<file path="config.mk">
export PLATFORM = sky130hd
export DESIGN_NAME = bresenham_line_color_gradient_unit
export DESIGN_NICKNAME = d
export VERILOG_FILES = /design/src/design/blcg_pkg.sv /design/src/design/bresenham_line_color_gradient_unit.sv /design/src/design/blcg_sequencer.sv /design/src/design/blcg_datapath.sv /design/src/design/blcg_color_lane.sv
export SDC_FILE = /design/constraint.sdc
export NUM_CORES = 1
export LEC_CHECK = 0
export ABC_CLOCK_PERIOD_IN_PS = 7400
export BUFFER_PORTS_ARGS = -buffer_cell sky130_fd_sc_hd__buf_2
export CAP_MARGIN = 20
export CELL_PAD_IN_SITES_DETAIL_PLACEMENT = 2
export CELL_PAD_IN_SITES_GLOBAL_PLACEMENT = 2
export CORE_MARGIN = 2
export CORE_UTILIZATION = 37
export DETAILED_ROUTE_END_ITERATION = 12
export GPL_TIMING_DRIVEN = 0
export PLACE_DENSITY_LB_ADDON = 0.1
export SETUP_SLACK_MARGIN = 0.05
export SLEW_MARGIN = 20
export SYNTH_ARGS = -nofsm -noshare
export SYNTH_HDL_FRONTEND = slang
export SYNTH_SLANG_ARGS = --single-unit
</file>
<file path="constraint.sdc">
create_clock -name clk -period 7.4 [get_ports clk]
set_input_delay 0.37 -clock clk [delete_from_list [all_inputs] [get_ports clk]]
set_output_delay 0.37 -clock clk [all_outputs]
set_load 0.01 [all_outputs]
</file>
<file path="src/design/blcg_pkg.sv">
// shared types and constants of the line rasteriser
// depends on nothing; used by every module of the block
`timescale 1ns / 1ps

package blcg_pkg;

	localparam int CoordBits = 6;
	localparam int ColorBits = 8;
	localparam int Channels = 3;
	localparam int ColorWidth = Channels * ColorBits;
	localparam int DivCountBits = $clog2(ColorBits);

	localparam logic [ColorWidth-1:0] StartColorReset = 24'h00FF00;
	localparam logic [ColorWidth-1:0] EndColorReset = 24'hFF0000;

	typedef logic signed [CoordBits-1:0] coord_t;
	typedef logic [CoordBits-1:0] dist_t;
	typedef logic [ColorBits-1:0] chan_t;

	typedef enum logic {
		RegStartColor = 1'b0,
		RegEndColor = 1'b1
	} reg_index_t;

	// strobes from the sequencer to the datapath and the colour lanes
	typedef struct packed {
		logic accept;
		logic order;
		logic div_step;
		logic div_fix;
		logic emit;
	} ctrl_t;

	// flags from the datapath back to the sequencer
	typedef struct packed {
		logic div_more;
		logic last_cell;
		logic out_free;
	} status_t;

endpackage

</file>
<file path="src/design/bresenham_line_color_gradient_unit.sv">
// top level of the line rasteriser with colour gradient
// depends on blcg_pkg, blcg_sequencer, blcg_datapath, blcg_color_lane
`timescale 1ns / 1ps

// channel    direction  handshake             payload
// in         request    in_valid / in_stall   first_x first_y second_x second_y
// out        result     out_valid / out_stall pixel_x pixel_y red green blue last_pixel
// config     write      wr_en                 wr_index wr_data
//
// a line covers n cells (n = major extent + 1, at most 64); the time from one accept to the next is set
// by the eight-step bit-serial slope divide, run in all three colour lanes at once, and by the walk,
// which emits one cell per cycle while the output is not stalled
// in_stall is high from the cycle after an accept until the sequencer is back at its wait step
// out_stall freezes the output register while it holds a valid cell and then holds the walk on its current cell
// reset clears the step counter and the output valid and loads the colour registers with their reset colours

module bresenham_line_color_gradient_unit (
	input  logic                                clk,
	input  logic                                arst_n,
	input  logic                                wr_en,
	input  logic                                wr_index,
	input  logic [blcg_pkg::ColorWidth-1:0]     wr_data,
	input  logic                                in_valid,
	output logic                                in_stall,
	input  blcg_pkg::coord_t                    first_x,
	input  blcg_pkg::coord_t                    first_y,
	input  blcg_pkg::coord_t                    second_x,
	input  blcg_pkg::coord_t                    second_y,
	output logic                                out_valid,
	input  logic                                out_stall,
	output blcg_pkg::coord_t                    pixel_x,
	output blcg_pkg::coord_t                    pixel_y,
	output blcg_pkg::chan_t                     red,
	output blcg_pkg::chan_t                     green,
	output blcg_pkg::chan_t                     blue,
	output logic                                last_pixel
);
	import blcg_pkg::*;

	// colour registers, red in the top byte
	logic [ColorWidth-1:0] start_color_q;
	logic [ColorWidth-1:0] end_color_q;

	ctrl_t   ctrl;
	status_t status;
	dist_t   dmaj;
	chan_t   lane_chan [Channels];

	always_ff @(posedge clk or negedge arst_n) begin
		if (!arst_n) begin
			start_color_q <= StartColorReset;
			end_color_q <= EndColorReset;
		end else if (wr_en) begin
			case (reg_index_t'(wr_index))
				RegStartColor: start_color_q <= wr_data;
				RegEndColor:   end_color_q <= wr_data;
				default:       start_color_q <= start_color_q;
			endcase
		end
	end

	// control: wait, order endpoints, divide, fix sign, emit cells, return
	blcg_sequencer u_sequencer (
		.clk      (clk),
		.arst_n   (arst_n),
		.in_valid (in_valid),
		.status   (status),
		.in_stall (in_stall),
		.ctrl     (ctrl)
	);

	// axis swap, endpoint ordering and the error-term walk
	blcg_datapath u_datapath (
		.clk        (clk),
		.arst_n     (arst_n),
		.ctrl       (ctrl),
		.status     (status),
		.first_x    (first_x),
		.first_y    (first_y),
		.second_x   (second_x),
		.second_y   (second_y),
		.out_stall  (out_stall),
		.out_valid  (out_valid),
		.pixel_x    (pixel_x),
		.pixel_y    (pixel_y),
		.last_pixel (last_pixel),
		.dmaj       (dmaj)
	);

	// one lane per channel; lane 0 is red
	for (genvar c = 0; c < Channels; c++) begin : g_lane
		blcg_color_lane u_lane (
			.clk        (clk),
			.ctrl       (ctrl),
			.divisor    (dmaj),
			.start_chan (start_color_q[(Channels-1-c)*ColorBits +: ColorBits]),
			.end_chan   (end_color_q[(Channels-1-c)*ColorBits +: ColorBits]),
			.chan       (lane_chan[c])
		);
	end

	assign red = lane_chan[0];
	assign green = lane_chan[1];
	assign blue = lane_chan[2];

endmodule

</file>
<file path="src/design/blcg_sequencer.sv">
// microcoded sequencer: step counter, control store and jump logic
// depends on blcg_pkg
`timescale 1ns / 1ps

module blcg_sequencer (
	input  logic              clk,
	input  logic              arst_n,
	input  logic              in_valid,
	input  blcg_pkg::status_t status,
	output logic              in_stall,
	output blcg_pkg::ctrl_t   ctrl
);
	import blcg_pkg::*;

	typedef enum logic [2:0] {
		OpWait,
		OpOrder,
		OpDivStep,
		OpDivFix,
		OpEmit,
		OpJump
	} op_t;

	typedef enum logic [2:0] {
		CondNever,
		CondAlways,
		CondNoRequest,
		CondDivMore,
		CondEmitMore
	} cond_t;

	localparam int StepBits = 3;
	typedef logic [StepBits-1:0] step_t;

	localparam step_t StepWait = step_t'(0);
	localparam step_t StepOrder = step_t'(1);
	localparam step_t StepDivide = step_t'(2);
	localparam step_t StepFix = step_t'(3);
	localparam step_t StepEmit = step_t'(4);
	localparam step_t StepReturn = step_t'(5);

	typedef struct packed {
		op_t   op;
		cond_t cond;
		step_t target;
	} uword_t;

	// control store
	function automatic uword_t ucode(step_t pc);
		uword_t w;
		case (pc)
			StepWait:   w = '{op: OpWait,    cond: CondNoRequest, target: StepWait};
			StepOrder:  w = '{op: OpOrder,   cond: CondNever,     target: StepWait};
			StepDivide: w = '{op: OpDivStep, cond: CondDivMore,   target: StepDivide};
			StepFix:    w = '{op: OpDivFix,  cond: CondNever,     target: StepWait};
			StepEmit:   w = '{op: OpEmit,    cond: CondEmitMore,  target: StepEmit};
			StepReturn: w = '{op: OpJump,    cond: CondAlways,    target: StepWait};
			default:    w = '{op: OpJump,    cond: CondAlways,    target: StepWait};
		endcase
		return w;
	endfunction

	step_t  pc_q;
	step_t  pc_n;
	uword_t word;
	logic   taken;

	always_comb begin
		word = ucode(pc_q);
		in_stall = (word.op != OpWait);
		ctrl.accept = (word.op == OpWait) && in_valid;
		ctrl.order = (word.op == OpOrder);
		ctrl.div_step = (word.op == OpDivStep);
		ctrl.div_fix = (word.op == OpDivFix);
		ctrl.emit = (word.op == OpEmit) && status.out_free;
		case (word.cond)
			CondNever:     taken = 1'b0;
			CondAlways:    taken = 1'b1;
			CondNoRequest: taken = !in_valid;
			CondDivMore:   taken = status.div_more;
			CondEmitMore:  taken = !(ctrl.emit && status.last_cell);
			default:       taken = 1'b0;
		endcase
		pc_n = taken ? word.target : pc_q + step_t'(1);
	end

	always_ff @(posedge clk or negedge arst_n) begin
		if (!arst_n) begin
			pc_q <= StepWait;
		end else begin
			pc_q <= pc_n;
		end
	end

endmodule

</file>
<file path="src/design/blcg_datapath.sv">
// geometry datapath: endpoint ordering, bresenham walk and cell output register
// depends on blcg_pkg; driven by blcg_sequencer strobes
`timescale 1ns / 1ps

module blcg_datapath (
	input  logic              clk,
	input  logic              arst_n,
	input  blcg_pkg::ctrl_t   ctrl,
	output blcg_pkg::status_t status,
	input  blcg_pkg::coord_t  first_x,
	input  blcg_pkg::coord_t  first_y,
	input  blcg_pkg::coord_t  second_x,
	input  blcg_pkg::coord_t  second_y,
	input  logic              out_stall,
	output logic              out_valid,
	output blcg_pkg::coord_t  pixel_x,
	output blcg_pkg::coord_t  pixel_y,
	output logic              last_pixel,
	output blcg_pkg::dist_t   dmaj
);
	import blcg_pkg::*;

	localparam int ErrBits = CoordBits + 3;

	function automatic dist_t abs_diff(coord_t a, coord_t b);
		logic signed [CoordBits:0] d;
		d = {a[CoordBits-1], a} - {b[CoordBits-1], b};
		return d[CoordBits] ? dist_t'(-d) : dist_t'(d);
	endfunction

	coord_t x0_q, y0_q, x1_q, y1_q;
	coord_t major_q, minor_q;
	dist_t  dmaj_q, remain_q;
	logic [CoordBits:0] derr_q;
	logic   swapped_q, step_up_q;
	logic signed [ErrBits-1:0] err_q;
	logic [DivCountBits-1:0] div_cnt_q;
	logic   out_valid_q, last_q;
	coord_t pixel_x_q, pixel_y_q;

	dist_t  adx, ady, dmin_abs, dmaj_n;
	logic   swap_n, flip, up_n;
	coord_t pa0, pb0, pa1, pb1, maj_lo, maj_hi, min_lo, min_hi;
	logic signed [ErrBits-1:0] err_add, dmaj_ext, two_dmaj;
	logic   minor_move;

	always_comb begin
		adx = abs_diff(x0_q, x1_q);
		ady = abs_diff(y0_q, y1_q);
		// ties keep x as the major axis
		swap_n = adx < ady;
		pa0 = swap_n ? y0_q : x0_q;
		pb0 = swap_n ? x0_q : y0_q;
		pa1 = swap_n ? y1_q : x1_q;
		pb1 = swap_n ? x1_q : y1_q;
		flip = pa0 > pa1;
		maj_lo = flip ? pa1 : pa0;
		maj_hi = flip ? pa0 : pa1;
		min_lo = flip ? pb1 : pb0;
		min_hi = flip ? pb0 : pb1;
		dmaj_n = dist_t'(maj_hi - maj_lo);
		dmin_abs = abs_diff(min_hi, min_lo);
		up_n = min_hi > min_lo;

		dmaj_ext = $signed({{(ErrBits-CoordBits){1'b0}}, dmaj_q});
		two_dmaj = $signed({{(ErrBits-CoordBits-1){1'b0}}, dmaj_q, 1'b0});
		err_add = err_q + $signed({{(ErrBits-CoordBits-1){1'b0}}, derr_q});
		minor_move = err_add > dmaj_ext;

		status.div_more = (div_cnt_q != '0);
		status.last_cell = (remain_q == '0);
		status.out_free = !out_valid_q || !out_stall;
	end

	always_ff @(posedge clk or negedge arst_n) begin
		if (!arst_n) begin
			out_valid_q <= 1'b0;
		end else if (ctrl.emit) begin
			out_valid_q <= 1'b1;
		end else if (!out_stall) begin
			out_valid_q <= 1'b0;
		end
	end

	always_ff @(posedge clk) begin
		if (ctrl.accept) begin
			x0_q <= first_x;
			y0_q <= first_y;
			x1_q <= second_x;
			y1_q <= second_y;
		end
		if (ctrl.order) begin
			swapped_q <= swap_n;
			major_q <= maj_lo;
			minor_q <= min_lo;
			dmaj_q <= dmaj_n;
			remain_q <= dmaj_n;
			derr_q <= {dmin_abs, 1'b0};
			step_up_q <= up_n;
			err_q <= '0;
			div_cnt_q <= DivCountBits'(ColorBits - 1);
		end else if (ctrl.div_step) begin
			div_cnt_q <= div_cnt_q - DivCountBits'(1);
		end else if (ctrl.emit) begin
			pixel_x_q <= swapped_q ? minor_q : major_q;
			pixel_y_q <= swapped_q ? major_q : minor_q;
			last_q <= (remain_q == '0);
			major_q <= major_q + coord_t'(1);
			remain_q <= remain_q - dist_t'(1);
			if (minor_move) begin
				minor_q <= step_up_q ? minor_q + coord_t'(1) : minor_q - coord_t'(1);
				err_q <= err_add - two_dmaj;
			end else begin
				err_q <= err_add;
			end
		end
	end

	assign out_valid = out_valid_q;
	assign pixel_x = pixel_x_q;
	assign pixel_y = pixel_y_q;
	assign last_pixel = last_q;
	assign dmaj = dmaj_q;

endmodule

</file>
<file path="src/design/blcg_color_lane.sv">
// one colour channel: bit-serial divide of the slope, then incremental interpolation
// depends on blcg_pkg; driven by blcg_sequencer strobes
`timescale 1ns / 1ps

module blcg_color_lane (
	input  logic            clk,
	input  blcg_pkg::ctrl_t ctrl,
	input  blcg_pkg::dist_t divisor,
	input  blcg_pkg::chan_t start_chan,
	input  blcg_pkg::chan_t end_chan,
	output blcg_pkg::chan_t chan
);
	import blcg_pkg::*;

	localparam int AccBits = ColorBits + 2;

	chan_t quo_q, chan_q;
	dist_t rem_q, rd_q;
	logic  neg_q;
	logic signed [AccBits-1:0] qd_q, acc_q;

	logic signed [ColorBits:0] diff;
	logic  neg_n;
	chan_t mag_n;
	logic [CoordBits:0] trial, sum;
	logic  fits, wrap;
	logic signed [AccBits-1:0] qmag;

	always_comb begin
		diff = $signed({1'b0, end_chan}) - $signed({1'b0, start_chan});
		neg_n = diff[ColorBits];
		mag_n = neg_n ? ColorBits'(-diff) : ColorBits'(diff);
		trial = {rem_q, quo_q[ColorBits-1]};
		fits = trial >= {1'b0, divisor};
		sum = {1'b0, rem_q} + {1'b0, rd_q};
		wrap = sum >= {1'b0, divisor};
		qmag = $signed({2'b00, quo_q});
	end

	always_ff @(posedge clk) begin
		if (ctrl.order) begin
			quo_q <= mag_n;
			neg_q <= neg_n;
			rem_q <= '0;
			acc_q <= $signed({2'b00, start_chan});
		end else if (ctrl.div_step) begin
			quo_q <= {quo_q[ColorBits-2:0], fits};
			rem_q <= fits ? CoordBits'(trial - {1'b0, divisor}) : trial[CoordBits-1:0];
		end else if (ctrl.div_fix) begin
			// floor the quotient: a negative slope rounds down, a positive one passes unchanged
			rem_q <= '0;
			if (neg_q && rem_q != '0) begin
				qd_q <= AccBits'(-qmag - 1);
				rd_q <= divisor - rem_q;
			end else if (neg_q) begin
				qd_q <= -qmag;
				rd_q <= '0;
			end else begin
				qd_q <= qmag;
				rd_q <= rem_q;
			end
		end else if (ctrl.emit) begin
			chan_q <= acc_q[ColorBits-1:0];
			rem_q <= wrap ? CoordBits'(sum - {1'b0, divisor}) : sum[CoordBits-1:0];
			acc_q <= acc_q + qd_q + $signed({{(AccBits-1){1'b0}}, wrap});
		end
	end

	assign chan = chan_q;

endmodule

</file>
# --- Word-level counts from Yosys, hierarchy flattened ---
# Cells that the tools add are included.
word_totals:
  register_bits: 280
  latch_bits: 0
  mem_bits_rw: 0
  mem_bits_ro: 0
  in_bits: 54
  out_inout_bits: 39
  wordCells: 232
  memories: 0
op_classes:
  n_addsub: 48
  n_mul: 0
  div_mod_pow: 0
  order_cmp: 10
  eq_ne: 15
  n_shift: 0
  muxes: 78
  n_bitwise: 4
  n_reduce_logical: 33
ops:
  columns: ["op", "count"]
  rows:
  - ["$mux W6", 45]
  - ["$mux W8", 21]
  - ["$mux W10", 6]
  - ["$neg A8 Y10", 6]
  - ["$sub A6 B6 Y6", 10]
  - ["$pmux W9 S5", 1]
  - ["$ge A7 B6 Y1", 6]
  - ["$add A10 B10 Y10", 3]
  - ["$add A10 B2 Y10", 3]
  - ["$sub A10 B2 Y10 const B", 3]
  - ["$sub A8 B8 Y9", 3]
  - ["$neg A8 Y8", 3]
  - ["$add A6 B6 Y7", 3]
  - ["$sub A6 B6 Y7", 3]
  - ["$eq A3 B2 Y1 const B", 6]
  - ["$neg A6 Y6", 3]
  - ["$reduce_bool A6 Y1", 3]
  - ["$reduce_and A3 Y1", 5]
  - ["$add A6 B2 Y6 const B", 2]
  - ["$gt A6 B6 Y1", 2]
  - ["$add A9 B8 Y9", 1]
  - ["$eq A3 B1 Y1 const B", 3]
  - ["$eq A3 B3 Y1 const B", 3]
  - ["$gt A9 B7 Y1", 1]
  - ["other kinds (21)", 43]

# --- Depth between registers and ports, before layout ---
logic_depth:
  depth_word: 10
  ltp_mapped: 38
  mapped_depth_nobuf: 34

# --- Hierarchy ---
# Synthesis repeated with hierarchy kept, for this count alone.
unflattened:
  cells_unflattened: 1985
  area_unflattened_um2: 19836.5
modules_own_cells:
  columns: ["module", "instances", "cells_each", "area_per_inst_um2", "seq_area_each_um2"]
  rows:
  - ["blcg_color_lane (g_lane[0].u_lane ...)", 2, 420, 3877.5, 1291.2]
  - ["blcg_datapath", 1, 584, 5901.9, 2317.2]
  - ["blcg_color_lane (g_lane[1].u_lane)", 1, 420, 3819.9, 1291.2]
  - ["bresenham_line_color_gradient_unit", 1, 103, 2005.7, 1221.2]
  - ["blcg_sequencer", 1, 38, 354.1, 75.1]

# --- Worst setup path before layout ---
# Ideal clock, no wire load.
synth_timing:
  path_type: "reg2reg"
  start: "reg u_datapath.x0_q[0]"
  end: "reg u_datapath.derr_q[2] (data pin)"
  setup_ps: 260
  t_arrival_ps: 6708
  required_time_ps: 7140
  slack_ps: 433
  stages_incl_launch_ff: 37
  n_path_buf: 4
  period_less_slack_ps: 6967
  cell_sequence: "edfxtp_1 -> inv_1 -> ha_1 -> inv_1 -> fa_1 -> a21o_1 -> a21oi_1 -> nor2b_1 -> nor3_1 -> mux2i_1 -> nor2_1 -> xnor2_1 -> ha_1 -> a2111oi_1 -> o21a_1 -> nor2_2 -> inv_2 -> buf_2 -> buf_1 -> a21oi_1 -> ha_1 -> nor2b_1 -> o211ai_4 -> a21boi_4 -> or2_1 -> buf_6 -> clkbuf_1 -> nand2_1 -> nand2_1 -> ha_1 -> inv_1 -> fa_1 -> a21o_1 -> a21oi_1 -> nand2b_1 -> a21boi_0 -> mux2_2"
synth_via:
  elab_chain_cells: 10
  word_cells_on_any_way: 14
  classes_between: "add/sub (4); order compare (2); mux (8)"
synth_lines:
  columns: ["element", "line", "text"]
  rows:
  - ["start, declared", "blcg_datapath.sv:31", "coord_t x0_q, y0_q, x1_q, y1_q;"]
  - ["start signal, assigned", "blcg_datapath.sv:87", "x0_q <= first_x;"]
  - ["$sub A6 B6 Y7", "blcg_datapath.sv:27", "d = {a[CoordBits-1], a} - {b[CoordBits-1], b};"]
  - ["$neg A6 Y6", "blcg_datapath.sv:28", "return d[CoordBits] ? dist_t'(-d) : dist_t'(d);"]
  - ["$mux W6", "blcg_datapath.sv:28", null]
  - ["$lt A6 B6 Y1", "blcg_datapath.sv:51", "swap_n = adx < ady;"]
  - ["$mux W6 (on tied branches)", "blcg_datapath.sv:52, blcg_datapath.sv:54", null]
  - ["$gt A6 B6 Y1", "blcg_datapath.sv:56", "flip = pa0 > pa1;"]
  - ["$mux W6 (on tied branches)", "blcg_datapath.sv:60, blcg_datapath.sv:59", null]
  - ["$sub A6 B6 Y7 (*)", "blcg_datapath.sv:27", null]
  - ["$neg A6 Y6", "blcg_datapath.sv:28", null]
  - ["$mux W6 (*)", "blcg_datapath.sv:28", null]
  - ["net u_datapath.dmin_abs[1]", "blcg_datapath.sv:41", "dist_t adx, ady, dmin_abs, dmaj_n;"]
  - ["end signal, assigned", "blcg_datapath.sv:98", "derr_q <= {dmin_abs, 1'b0};"]
  - ["end, declared", "blcg_datapath.sv:34", "logic [CoordBits:0] derr_q;"]
# The timed path passes the listed nets; every way through them passes the cells marked *.
# A chain may end at the register's enable or synchronous reset.

# --- Final worst setup path ---
layout_timing:
  start: "reg u_datapath.y0_q[0]"
  end: "reg u_datapath.derr_q[2] (data pin)"
layout_via:
  elab_chain_cells: 10
  word_cells_on_any_way: 14
  classes_between: "add/sub (4); order compare (2); mux (8)"
layout_lines:
  columns: ["element", "line", "text"]
  rows:
  - ["start, declared", "blcg_datapath.sv:31", null]
  - ["start signal, assigned", "blcg_datapath.sv:88", "y0_q <= first_y;"]
  - ["$sub A6 B6 Y7", "blcg_datapath.sv:27", null]
  - ["$neg A6 Y6", "blcg_datapath.sv:28", null]
  - ["$mux W6", "blcg_datapath.sv:28", null]
  - ["$lt A6 B6 Y1", "blcg_datapath.sv:51", null]
  - ["$mux W6 (on tied branches)", "blcg_datapath.sv:52, blcg_datapath.sv:54", null]
  - ["$gt A6 B6 Y1", "blcg_datapath.sv:56", null]
  - ["$mux W6 (on tied branches)", "blcg_datapath.sv:60, blcg_datapath.sv:59", null]
  - ["$sub A6 B6 Y7 (*)", "blcg_datapath.sv:27", null]
  - ["$neg A6 Y6", "blcg_datapath.sv:28", null]
  - ["$mux W6 (*)", "blcg_datapath.sv:28", null]
  - ["net u_datapath.dmin_abs[1]", "blcg_datapath.sv:41", null]
# Marks and branches as above.

==> results.py <==
metrics = {
    "clock_tree": {
        "cts-buffers-inserted": 35,
        "tritoncts": "done",
        "htree_num_levels": 2,
        "cts-root-to-sink-buffers": 3,
        "root_buffer": "clkbuf_16",
        "total_clock_sinks": 267,
        "worstSkewPairLatency_ns": 0.55,
        "clk_transition_reported_paths_ns": 0.06,
    },
    "timing": {
        "timing_hold_violations_final": 0,
        "timing.fmax_mhz": 141.8,
        "max_slew.worst_pin.slew_ns": 1.117,
        "setup_violations": 0,
        "relSlewSlack_pct": 25.53,
        "period_needed_ns": 7.054,
        "timing.final.ws_setup_ns": 0.3464,
        "final.period_utilization_pct": 95.32,
        "slew_violations": 0,
        "final.setup_skew_ns": 0.02350,
        "hold_slack_ns": 0.03639,
    },
    "place": {
        "pre_cts_slack_ns": -1.354,
        "gpl.final_weighted_congestion": 0.8076,
        "post-dp-hpwl_microns": 45060,
        "place.port_buffers": 92,
    },
    "synthesis": {
        "synth-seq-cells": 267,
        "async_flop_share_pct": 19.48,
        "yosysWarningCount": 0,
        "syn-cell-area_sq_um": 18150,
        "synthFlopType": "edfxtp_1",
        "post_synth_main_area_contributors": "edfxtp_1, ha_1, xnor2_1",
        "post-synth-top-area-cell": "edfxtp_1",
        "synth_top_cell_area_share_pct": 30.77,
        "syn-num-nets": 2046,
        "synth_edf_count": 186,
        "netlist_instances": 1784,
        "post_synth_cell_types": 73,
        "syn-mean-instance-area_sq_um": 10.18,
        "synth-seq-area-share_pct": 41.25,
    },
    "global_routing": {
        "number_of_global_route_vias_before_repair": 15650,
        "number_of_antenna_violations_at_the_first_check_in_global_routing": 0,
        "grt_pass1_wl_microns": 91530,
        "maximum_number_of_pins_on_one_net_before_global_route_repair": 53,
        "overflow": 0,
        "grt_use_total_pct": 23.65,
    },
    "flow_run": {
        "maxCapViolations": 0,
    },
    "layout": {
        "layout.core_utilization_pct": 43.40,
        "layout_commonest_cell": "edfxtp_1",
        "areaGrowthSynthToFinish_pct": 16.29,
        "total_nets_final": 2213,
        "most-common-layout-cells": "edfxtp_1, ha_1, nand2_1, inv_1, o21ai_0",
        "post_route_cells_drive_above_1_share_pct": 13.96,
        "antenna_cells_inserted": 0,
        "fillers": 5160,
    },
    "outcome": {
        "run_status": "finished, final reports clean",
    },
    "floorplanning": {
        "die-width_microns": 225.5,
        "coreArea_sq_um": 48650,
        "fp.dieH_microns": 225.5,
        "io_pins": 93,
        "initial_core_util_pct": 37.31,
        "std_cell_rows": 81,
        "die_area_sq_um": 50850,
    },
    "setup_path": {
        "crit_top_cell": "ha_1",
        "ff2ff_path_depth": 33,
        "critical_path.max_stage_delay_ns": 0.43,
        "startpoint_type": "flip-flop",
        "critical_path_peak_fanout": 10,
        "crit_end_category": "flip-flop",
        "slowest_stage_cell_crit_path": "edfxtp_1",
        "critical_path_arrival_ns": 7.34,
        "worst_ep_required_time_ns": 7.69,
        "critical_path_class": "reg -> reg",
        "critical_path.reg2reg.startpoint": "u_datapath.y0_q[0]",
        "worst_r2r_endpoint": "u_datapath.derr_q[2]",
        "reg2reg_slack_ns": 0.35,
    },
    "drt": {
        "firstDrtPassIters": 5,
        "route.antenna.remaining_nets": 0,
        "drt-total-wl_microns": 59200,
        "via_count": 14120,
        "detail_route.wl_per_cell_microns": 22.78,
        "detail_route.vias_per_cell": 5.432,
        "drt_first_iter_violations": 589,
        "detail_route.drc_violations": 0,
    },
    "hold_path": {
        "whs_endpoint": "start_color_q[20]",
        "worst_hold_path.num_cells": 3,
        "hold_path.startpoint": "wr_data[20]",
        "hold_path_class": "in -> reg",
    },
}
## layout make-up
type | instances | area (sq um) | area share (%)
Timing Repair Buffer | 130 | 838.3 | 3.971
Tap cell | 622 | 778.2 | 3.687
Clock buffer | 49 | 968.4 | 4.587
Multi-Input combinational cell | 1317 | 10140 | 48.03
Inverter | 148 | 555.5 | 2.632
Sequential cell | 267 | 7487 | 35.47
Buffer | 52 | 241.5 | 1.144
Clock inverter | 14 | 102.6 | 0.4860
## worst max path at each step
stage | from | to | slack, ns | cells past startpoint
finish | u_datapath.y0_q[0] | u_datapath.derr_q[2] | 0.35 | 33
global route | u_datapath.y0_q[0] | u_datapath.derr_q[2] | -0.06 | 36
CTS | u_datapath.x0_q[0] | u_datapath.derr_q[2] | 0.06 | 34
detailed placement | u_datapath.x0_q[0] | u_datapath.derr_q[2] | -1.35 | 33
global placement | u_datapath.y0_q[0] | u_datapath.derr_q[2] | -1.08 | 33
floorplan | u_datapath.x0_q[0] | u_datapath.derr_q[2] | 0.43 | 36
## critical path, delay by kind of cell (launching register included)
kind / cells / cell delay [ns]
muxes: 2 / 0.74
buffers and inverters: 6 / 0.71
and+or+nand+nor: 7 / 0.92
xor gates and xnor gates: 1 / 0.09
DFF: 1 / 0.43
AOI/OAI and AO/OA: 11 / 2.19
adders and majority gates: 6 / 1.70
## registers in the layout, summed over array words and instances (netlist names), 8 cells and up
name / cells
end_color_q: 24
g_lane.u_lane.acc_q: 24
g_lane.u_lane.chan: 24
g_lane.u_lane.qd_q: 24
g_lane.u_lane.quo_q: 24
start_color_q: 24
g_lane.u_lane.rd_q: 18
g_lane.u_lane.rem_q: 18
u_datapath.err_q: 8
## cell families (layout without fill, tap and decap cells)
kind of cell,after synthesis,count (layout),synth area share [%]
buffers and inverters,200,393,4.191
XOR/XNOR,164,164,7.913
flip-flops,267,267,41.25
AND/OR/NAND/NOR,393,393,9.940
AO/OA/AOI/OAI,456,456,15.65
adder cells (fa/ha/maj),208,208,15.45
multiplexers,96,96,5.611
## repair_timing
| action | 4_1_cts | 5_1_grt |
|---|---|---|
| endpoints found under the hold margin | 60 | 0 |
| hold buffers | 25 | 0 |
| gates resized for setup | 34 | 28 |
| pin swaps | 2 | 5 |
| endpoints found under the setup margin | 16 | 7 |
| buffers inserted | 6 | 5 |
| gates cloned | 0 | 0 |
## per-stage QoR
stage          setup TNS, ns  area (sq um)  std cells
2_1_floorplan              0         18150       1784
3_3_place_gp          -6.976         19390       2498
3_5_place_dp          -10.07         19450       2500
4_1_cts                    0         20940       2594
5_1_grt              -0.1258         21110       2599
6_report                   0         21110       2599
## synthesized netlist by cell type (39+ instances only)
cell type and n:
nor2_1 88, mux2i_1 50, edfxtp_1 186, clkbuf_1 39, o21ai_0 134, nand2_1 165, inv_1 146, xor2_1 39
ha_1 181, mux2_2 44, a21o_1 56, a21oi_1 121, xnor2_1 125
## layer usage
metal / GRT usage [%] / routed length (microns) / vias to the layer above
li1: - / - / 6712
met1: 30.89 / 27140 / 7159
met2: 41.65 / 29270 / 177
met3: 2.868 / 1561 / 71
met4: 5.597 / 1239 / 0
met5: 0 / 0 / -
Power is left out: the tool's default activity adds up to more than one toggle a clock period on the data nets, which glitch-free logic cannot reach.
